### src/sv/cbrs_pkg.sv
package cbrs_pkg;

   localparam int OFFSET_W      = 48;
   localparam int REQ_BYTES_W   = 26;
   localparam int CHUNK_W       = 41;
   localparam int INDEX_W       = 32;
   localparam int IN_CHUNK_W    = 40;
   localparam int REQ_DATA_W    = 80;
   localparam int RSP_DATA_W    = 128;
   localparam int CSR_DATA_W    = 64;
   localparam int CSR_ADDR_W    = 4;
   localparam int DIV_STEPS     = OFFSET_W;
   localparam int DIV_CNT_W     = $clog2(DIV_STEPS);
   localparam int MAX_SEGMENTS_DEFAULT = 64;

   localparam logic [CHUNK_W-1:0] CHUNK_RESET = CHUNK_W'(4194304);

   // register index decoded from paddr
   localparam logic REG_CHUNK_BYTES = 1'b0;

   typedef enum logic [1:0] {
      ST_IDLE,
      ST_DIVIDE,
      ST_SPLIT
   } state_type;

   typedef struct packed {
      logic load;
      logic div_step;
      logic seg_emit;
   } cmd_type;

   typedef struct packed {
      logic div_last;
      logic seg_final;
      logic out_free;
   } status_type;

endpackage

### src/sv/cbrs_ctrl.sv
module cbrs_ctrl
   import cbrs_pkg::*;
(
   input  logic       clock,
   input  logic       reset,
   input  logic       req_tvalid,
   output logic       req_tready,
   input  status_type status,
   output cmd_type    cmd
);

   state_type state_ff;
   state_type state_in;

   always_ff @(posedge clock) begin
      if (reset) begin
         state_ff <= ST_IDLE;
      end else begin
         state_ff <= state_in;
      end
   end

   always_comb begin
      state_in   = state_ff;
      cmd        = '0;
      req_tready = 1'b0;
      unique case (state_ff)
         ST_IDLE: begin
            req_tready = 1'b1;
            if (req_tvalid) begin
               cmd.load = 1'b1;
               state_in = ST_DIVIDE;
            end
         end
         ST_DIVIDE: begin
            cmd.div_step = 1'b1;
            if (status.div_last) begin
               state_in = ST_SPLIT;
            end
         end
         ST_SPLIT: begin
            if (status.out_free) begin
               cmd.seg_emit = 1'b1;
               if (status.seg_final) begin
                  state_in = ST_IDLE;
               end
            end
         end
         default: begin
            state_in = ST_IDLE;
         end
      endcase
   end

endmodule

### src/sv/cbrs_dp.sv
module cbrs_dp
   import cbrs_pkg::*;
#(
   parameter int MAX_SEGMENTS = MAX_SEGMENTS_DEFAULT
)
(
   input  logic                   clock,
   input  logic                   reset,
   input  logic [REQ_DATA_W-1:0]  req_tdata,
   output logic                   rsp_tvalid,
   input  logic                   rsp_tready,
   output logic [RSP_DATA_W-1:0]  rsp_tdata,
   output logic                   rsp_tlast,
   input  logic                   cfg_we,
   input  logic [CHUNK_W-1:0]     cfg_wdata,
   output logic [CHUNK_W-1:0]     cfg_rdata,
   input  cmd_type                cmd,
   output status_type             status
);

   localparam int SEG_CNT_W = $clog2(MAX_SEGMENTS);

   logic [CHUNK_W-1:0]     chunk_bytes_ff, chunk_bytes_in;
   logic [CHUNK_W-1:0]     csize_ff, csize_in;
   logic [OFFSET_W-1:0]    dividend_ff, dividend_in;
   logic [INDEX_W-1:0]     quo_ff, quo_in;
   logic [CHUNK_W-1:0]     rem_ff, rem_in;
   logic [DIV_CNT_W-1:0]   div_cnt_ff, div_cnt_in;
   logic [REQ_BYTES_W-1:0] left_ff, left_in;
   logic [REQ_BYTES_W-1:0] bufoff_ff, bufoff_in;
   logic [SEG_CNT_W-1:0]   seg_cnt_ff, seg_cnt_in;
   logic                   out_valid_ff, out_valid_in;
   logic [RSP_DATA_W-1:0]  out_data_ff, out_data_in;
   logic                   out_last_ff, out_last_in;

   logic [CHUNK_W:0]       trial;
   logic [CHUNK_W:0]       shifted;
   logic [CHUNK_W-1:0]     room;
   logic [REQ_BYTES_W-1:0] take;
   logic [REQ_BYTES_W-1:0] left_after;
   logic                   seg_final;

   always_ff @(posedge clock) begin
      if (reset) begin
         chunk_bytes_ff <= CHUNK_RESET;
         out_valid_ff   <= 1'b0;
      end else begin
         chunk_bytes_ff <= chunk_bytes_in;
         out_valid_ff   <= out_valid_in;
      end
   end

   always_ff @(posedge clock) begin
      csize_ff    <= csize_in;
      dividend_ff <= dividend_in;
      quo_ff      <= quo_in;
      rem_ff      <= rem_in;
      div_cnt_ff  <= div_cnt_in;
      left_ff     <= left_in;
      bufoff_ff   <= bufoff_in;
      seg_cnt_ff  <= seg_cnt_in;
      out_data_ff <= out_data_in;
      out_last_ff <= out_last_in;
   end

   // one restoring divide step per cycle
   assign shifted = {rem_ff, dividend_ff[OFFSET_W-1]};
   assign trial   = shifted - {1'b0, csize_ff};

   // segment arithmetic
   assign room       = csize_ff - rem_ff;
   assign take       = ({{(CHUNK_W-REQ_BYTES_W){1'b0}}, left_ff} < room)
                       ? left_ff : room[REQ_BYTES_W-1:0];
   assign left_after = left_ff - take;
   assign seg_final  = (left_after == '0)
                       || (seg_cnt_ff == SEG_CNT_W'(MAX_SEGMENTS - 1));

   always_comb begin
      chunk_bytes_in = cfg_we ? cfg_wdata : chunk_bytes_ff;
      csize_in       = csize_ff;
      dividend_in    = dividend_ff;
      quo_in         = quo_ff;
      rem_in         = rem_ff;
      div_cnt_in     = div_cnt_ff;
      left_in        = left_ff;
      bufoff_in      = bufoff_ff;
      seg_cnt_in     = seg_cnt_ff;
      out_data_in    = out_data_ff;
      out_last_in    = out_last_ff;
      out_valid_in   = rsp_tready ? 1'b0 : out_valid_ff;

      if (cmd.load) begin
         csize_in    = (chunk_bytes_ff == '0) ? CHUNK_W'(1) : chunk_bytes_ff;
         dividend_in = req_tdata[OFFSET_W-1:0];
         left_in     = req_tdata[OFFSET_W +: REQ_BYTES_W];
         quo_in      = '0;
         rem_in      = '0;
         div_cnt_in  = '0;
         bufoff_in   = '0;
         seg_cnt_in  = '0;
      end

      if (cmd.div_step) begin
         dividend_in = {dividend_ff[OFFSET_W-2:0], 1'b0};
         quo_in      = {quo_ff[INDEX_W-2:0], ~trial[CHUNK_W]};
         rem_in      = trial[CHUNK_W] ? shifted[CHUNK_W-1:0] : trial[CHUNK_W-1:0];
         div_cnt_in  = div_cnt_ff + DIV_CNT_W'(1);
      end

      if (cmd.seg_emit) begin
         out_valid_in = 1'b1;
         out_data_in  = {{(RSP_DATA_W - INDEX_W - IN_CHUNK_W - 2*REQ_BYTES_W){1'b0}},
                         bufoff_ff, take, rem_ff[IN_CHUNK_W-1:0], quo_ff};
         out_last_in  = seg_final;
         quo_in       = quo_ff + INDEX_W'(1);
         rem_in       = '0;
         left_in      = left_after;
         bufoff_in    = bufoff_ff + take;
         seg_cnt_in   = seg_cnt_ff + SEG_CNT_W'(1);
      end
   end

   assign status.div_last  = (div_cnt_ff == DIV_CNT_W'(DIV_STEPS - 1));
   assign status.seg_final = seg_final;
   assign status.out_free  = !out_valid_ff || rsp_tready;

   assign rsp_tvalid = out_valid_ff;
   assign rsp_tdata  = out_data_ff;
   assign rsp_tlast  = out_last_ff;
   assign cfg_rdata  = chunk_bytes_ff;

endmodule

### src/sv/chunk_boundary_request_splitter.sv
// channel  | role            | payload
// req      | stream in       | tdata: start_offset, request_bytes
// rsp      | stream out      | tdata: chunk_index, offset_in_chunk, segment_bytes,
//          |                 |        buffer_offset; tlast: last
// csr      | register port   | chunk_bytes at byte address 0
//
// a request is accepted in idle, runs through the divide state and then emits
// one segment per cycle; the divide uses a one-bit-per-cycle restoring divider
// a stalled rsp word holds the segment loop; req is taken again as soon as the
// final segment sits in the output register
// reset is synchronous and restores chunk_bytes to 4 MiB
module chunk_boundary_request_splitter
   import cbrs_pkg::*;
#(
   parameter int MAX_SEGMENTS = MAX_SEGMENTS_DEFAULT
)
(
   input  logic                  clock,
   input  logic                  reset,
   input  logic                  req_tvalid,
   output logic                  req_tready,
   // start_offset [47:0], request_bytes [73:48]
   input  logic [REQ_DATA_W-1:0] req_tdata,
   output logic                  rsp_tvalid,
   input  logic                  rsp_tready,
   // chunk_index [31:0], offset_in_chunk [71:32], segment_bytes [97:72],
   // buffer_offset [123:98]
   output logic [RSP_DATA_W-1:0] rsp_tdata,
   output logic                  rsp_tlast,
   input  logic                  csr_psel,
   input  logic                  csr_penable,
   input  logic                  csr_pwrite,
   input  logic [CSR_ADDR_W-1:0] csr_paddr,
   input  logic [CSR_DATA_W-1:0] csr_pwdata,
   output logic [CSR_DATA_W-1:0] csr_prdata,
   output logic                  csr_pready
);

   cmd_type            cmd;
   status_type         status;
   logic               cfg_we;
   logic [CHUNK_W-1:0] cfg_rdata;
   logic               reg_sel;

   assign csr_pready = 1'b1;
   assign reg_sel    = (csr_paddr[CSR_ADDR_W-1] == REG_CHUNK_BYTES);
   assign cfg_we     = csr_psel && csr_penable && csr_pwrite && csr_pready && reg_sel;
   assign csr_prdata = reg_sel ? {{(CSR_DATA_W-CHUNK_W){1'b0}}, cfg_rdata} : '0;

   cbrs_ctrl u_ctrl (
      .clock      (clock),
      .reset      (reset),
      .req_tvalid (req_tvalid),
      .req_tready (req_tready),
      .status     (status),
      .cmd        (cmd)
   );

   cbrs_dp #(
      .MAX_SEGMENTS (MAX_SEGMENTS)
   ) u_dp (
      .clock      (clock),
      .reset      (reset),
      .req_tdata  (req_tdata),
      .rsp_tvalid (rsp_tvalid),
      .rsp_tready (rsp_tready),
      .rsp_tdata  (rsp_tdata),
      .rsp_tlast  (rsp_tlast),
      .cfg_we     (cfg_we),
      .cfg_wdata  (csr_pwdata[CHUNK_W-1:0]),
      .cfg_rdata  (cfg_rdata),
      .cmd        (cmd),
      .status     (status)
   );

endmodule

### config.mk
export PLATFORM = sky130hd
export DESIGN_NAME = chunk_boundary_request_splitter
export DESIGN_NICKNAME = d
export VERILOG_FILES = /design/src/sv/cbrs_pkg.sv /design/src/sv/cbrs_ctrl.sv /design/src/sv/cbrs_dp.sv /design/src/sv/chunk_boundary_request_splitter.sv
export SDC_FILE = /design/constraint.sdc
export NUM_CORES = 1
export LEC_CHECK = 0
export BUFFER_PORTS_ARGS = -buffer_cell sky130_fd_sc_hd__clkbuf_2
export CAP_MARGIN = 10
export CELL_PAD_IN_SITES_DETAIL_PLACEMENT = 2
export CELL_PAD_IN_SITES_GLOBAL_PLACEMENT = 2
export CORE_UTILIZATION = 39
export DETAILED_ROUTE_END_ITERATION = 16
export GPL_ROUTABILITY_DRIVEN = 1
export GPL_TIMING_DRIVEN = 0
export PLACE_DENSITY_LB_ADDON = 0.1
export RECOVER_POWER = 25
export REMOVE_ABC_BUFFERS = 1
export SLEW_MARGIN = 0
export SYNTH_ARGS = -nofsm -noshare
export SYNTH_HDL_FRONTEND = slang
export SYNTH_SLANG_ARGS = --single-unit
### constraint.sdc
create_clock -name clock -period 16.3 [get_ports clock]
set_input_delay 0 -clock clock [delete_from_list [all_inputs] [get_ports clock]]
set_output_delay 0 -clock clock [all_outputs]
set_load 0.01 [all_outputs]
==> results_dict.tcl <==
set metrics [dict create \
    drtIter0Drc 1107 \
    drive_gt1_frac 0.121 \
    rsz0062_at_grt "false" \
    max_stage_delay_ns 0.76 \
    die_h_um 253 \
    hold_class "in2reg" \
    post_cts_buffers 0 \
    cp_max_fo 50 \
    synth_edf_count 309 \
    grt_antenna_before_repair 0 \
    synth_largest_area_cell "edfxtp_1" \
    gp_congestion 0.883 \
    switchingPower_w 0.00172 \
    cts_tree "yes" \
    outcome "complete, no violations" \
    start_util 0.397 \
    ir_worst_vdd_v 0.0000724 \
    seq_power_share 0.308 \
    ys_types 103 \
    cp_common_cell "inv_1" \
    synth.avg_cell_area_um2 9.56 \
    die_area_um2 64100 \
    end_kind "flop" \
    first_pass_iters 8 \
    tns_ns 0 \
    wirelength_mm 89.2 \
    routed_via_density 5.68 \
    syn_area_um2 24600 \
    setup-violations-final 0 \
    arrival_ns 11.60 \
    core_area_um2 62100 \
    ant_nets 0 \
    crit_required_ns 16.73 \
    critPathLaunchType "flop" \
    maxCapViolations 0 \
    vias 21400 \
    yosys_warnings 0 \
    synth_seq_cells 395 \
    drc 0 \
    synth_most_common_cell "edfxtp_1" \
    critPathKind "reg2reg" \
    clk_pin_slew_ns 0.06 \
    grt_max_degree 99 \
    grt_pass1_wl_mm 137 \
    ys_top_cells_by_area "edfxtp_1 38%, dfxtp_1 7.0%, ha_1 6.8%" \
    cts-root-buf "clkbuf_16" \
    synth-main-ff-cell "edfxtp_1" \
    num_rows 91 \
    yosys-top-cells-count "309 x edfxtp_1, 280 x nand2_1, 165 x a21oi_1, 160 x inv_1, 156 x nor2_1" \
    tightest_slew_ns 1.14 \
    port_buffers 290 \
    worstHoldStart "csr_pwrite" \
    async_reset_ff_frac 0 \
    min_period_over_period 0.685 \
    power.leakage_nw 11.5 \
    h-tree-depth 2 \
    stdcell_area_um2 29300 \
    intPower_w 0.00249 \
    min_period_ns 11.17 \
    r2r_start "u_dp.csize_ff[0]$_SDFFCE_PN1P_" \
    syn_inst 2573 \
    synth.top_cell.area_share 0.377 \
    cts.sinks 395 \
    ys_seq_area_frac 0.447 \
    critPathLaunch "u_dp.csize_ff[0]$_SDFFCE_PN1P_" \
    grt_pass1_vias 23600 \
    maxSlewViolCount 0 \
    grt_overflow 0 \
    wire_per_inst_um 23.6 \
    power.share.combinational 0.433 \
    clockBufferDepth 3 \
    grt_usage 0.275 \
    holdBufCountCts 118 \
    max_freq_mhz 89.5 \
    crit_slowest_cell "nand2_2" \
    p_clk_frac 0.259 \
    switching_share 0.408 \
    die_w_um 253 \
    numCtsBuffers 47 \
    slew_headroom 0.237 \
    cts_resized 0 \
    syn_to_final_growth_pct 19.2 \
    placed_cell_area_um2 26700 \
    hold_viol 0 \
    worstSkewPairLatency_ns 0.60 \
    nNetsFinal 3187 \
    diodes 0 \
    fin_skew_ns 0.0308 \
    io-pin-count 351 \
    dp.final_hpwl_mm 62.1 \
    p_per_area_nw_per_um2 143 \
]
==> logic make-up after synthesis <==
logic type / Yosys count / share of synthesized area
xor gates and xnor gates: 143 / 0.0515
other: 2 / 0.000305
AOI/OAI and AO/OA: 679 / 0.184
DFF: 395 / 0.447
and+or+nand+nor: 817 / 0.162
muxes: 43 / 0.0179
adders and majority gates: 161 / 0.0809
buffers and inverters: 333 / 0.0567
==> power by group through the flow <==
stage                     sequential (W)  clock (W)  combinational (W)
after detailed placement         0.00131          0            0.00174
after global placement           0.00131          0            0.00166
after floorplan                  0.00126          0            0.00127
after global routing             0.00130    0.00114            0.00199
final                            0.00130    0.00109            0.00182
after CTS                        0.00129    0.00110            0.00179
==> worst max-delay path, delay by kind of cell (launching register included) <==
kind | cells | cell delay, ns
AOI/OAI and AO/OA | 15 | 4.40
and+or+nand+nor | 9 | 3.69
adders and majority gates | 5 | 1.61
xor gates and xnor gates | 2 | 0.50
DFF | 1 | 0.48
buffers and inverters | 4 | 0.36
==> per-layer routing <==
layer / track usage / part of all wire / wire length, um
met3: 0.0433 / 0.039 / 3470
met1: 0.339 / 0.43 / 38500
met2: 0.483 / 0.50 / 44300
met4: 0.0956 / 0.032 / 2870
met5: 0 / 0 / 0
==> layout by cell type (no fill, tap or decap), types with 87 or more instances in the layout <==
cell type and instances:
nand2_1 278, clkbuf_2 211, nor2_1 155, clkbuf_1 87, o21ai_0 150, xnor2_1 99
edfxtp_1 309, a21oi_1 165, inv_1 158, ha_1 133, dlygate4sd3_1 118
==> stage by stage <==
step	hold slack (ns)	power (W)	util	std cells	setup WS, ns
floorplan	0.0464	0.00253	-	2428	8.34
CTS	0.0863	0.00418	0.474	3771	5.15
global placement	0.221	0.00297	0.426	3555	1.44
detailed placement	0.235	0.00305	0.430	3565	5.20
global route	0.169	0.00444	0.473	3771	4.46
finish	0.126	0.00420	0.473	3771	5.13
==> area by class of cell <==
type                       count  area [um^2]
sequential                   395        11000
clock inverter                27          264
inverter                     162          617
timing repair buffer         418         2760
fill                        6641        32700
clock buffer                  61         1300
tap                          837         1050
multi-input combinational   1871        12400
==> worst paths after layout <==
path                                           to  slack, ns  cells after the start
setup reg to reg  u_ctrl.state_ff[1]$_SDFFE_PP0P_       5.13                     35
setup / recovery  u_ctrl.state_ff[1]$_SDFFE_PP0P_       5.13                     35
hold / removal    u_dp.cfg_rdata[22]$_SDFFE_PP1P_       0.13                      5
hold reg to reg     u_dp.rsp_tdata[101]$_DFFE_PP_       0.46                      0
==> registers in the layout (all words and copies together) (netlist names) <==
signal            count
u_ctrl.state_ff       2
u_dp.bufoff_ff       26
u_dp.rem_ff          41
u_dp.quo_ff          32
u_dp.cfg_rdata       41
u_dp.rsp_tdata      124
u_dp.dividend_ff     48
u_dp.rsp_tvalid       1
u_dp.seg_cnt_ff       6
u_dp.csize_ff        41
u_dp.left_ff         26
u_dp.div_cnt_ff       6
u_dp.rsp_tlast        1
Note: power is estimated with default switching activity, not from simulation.
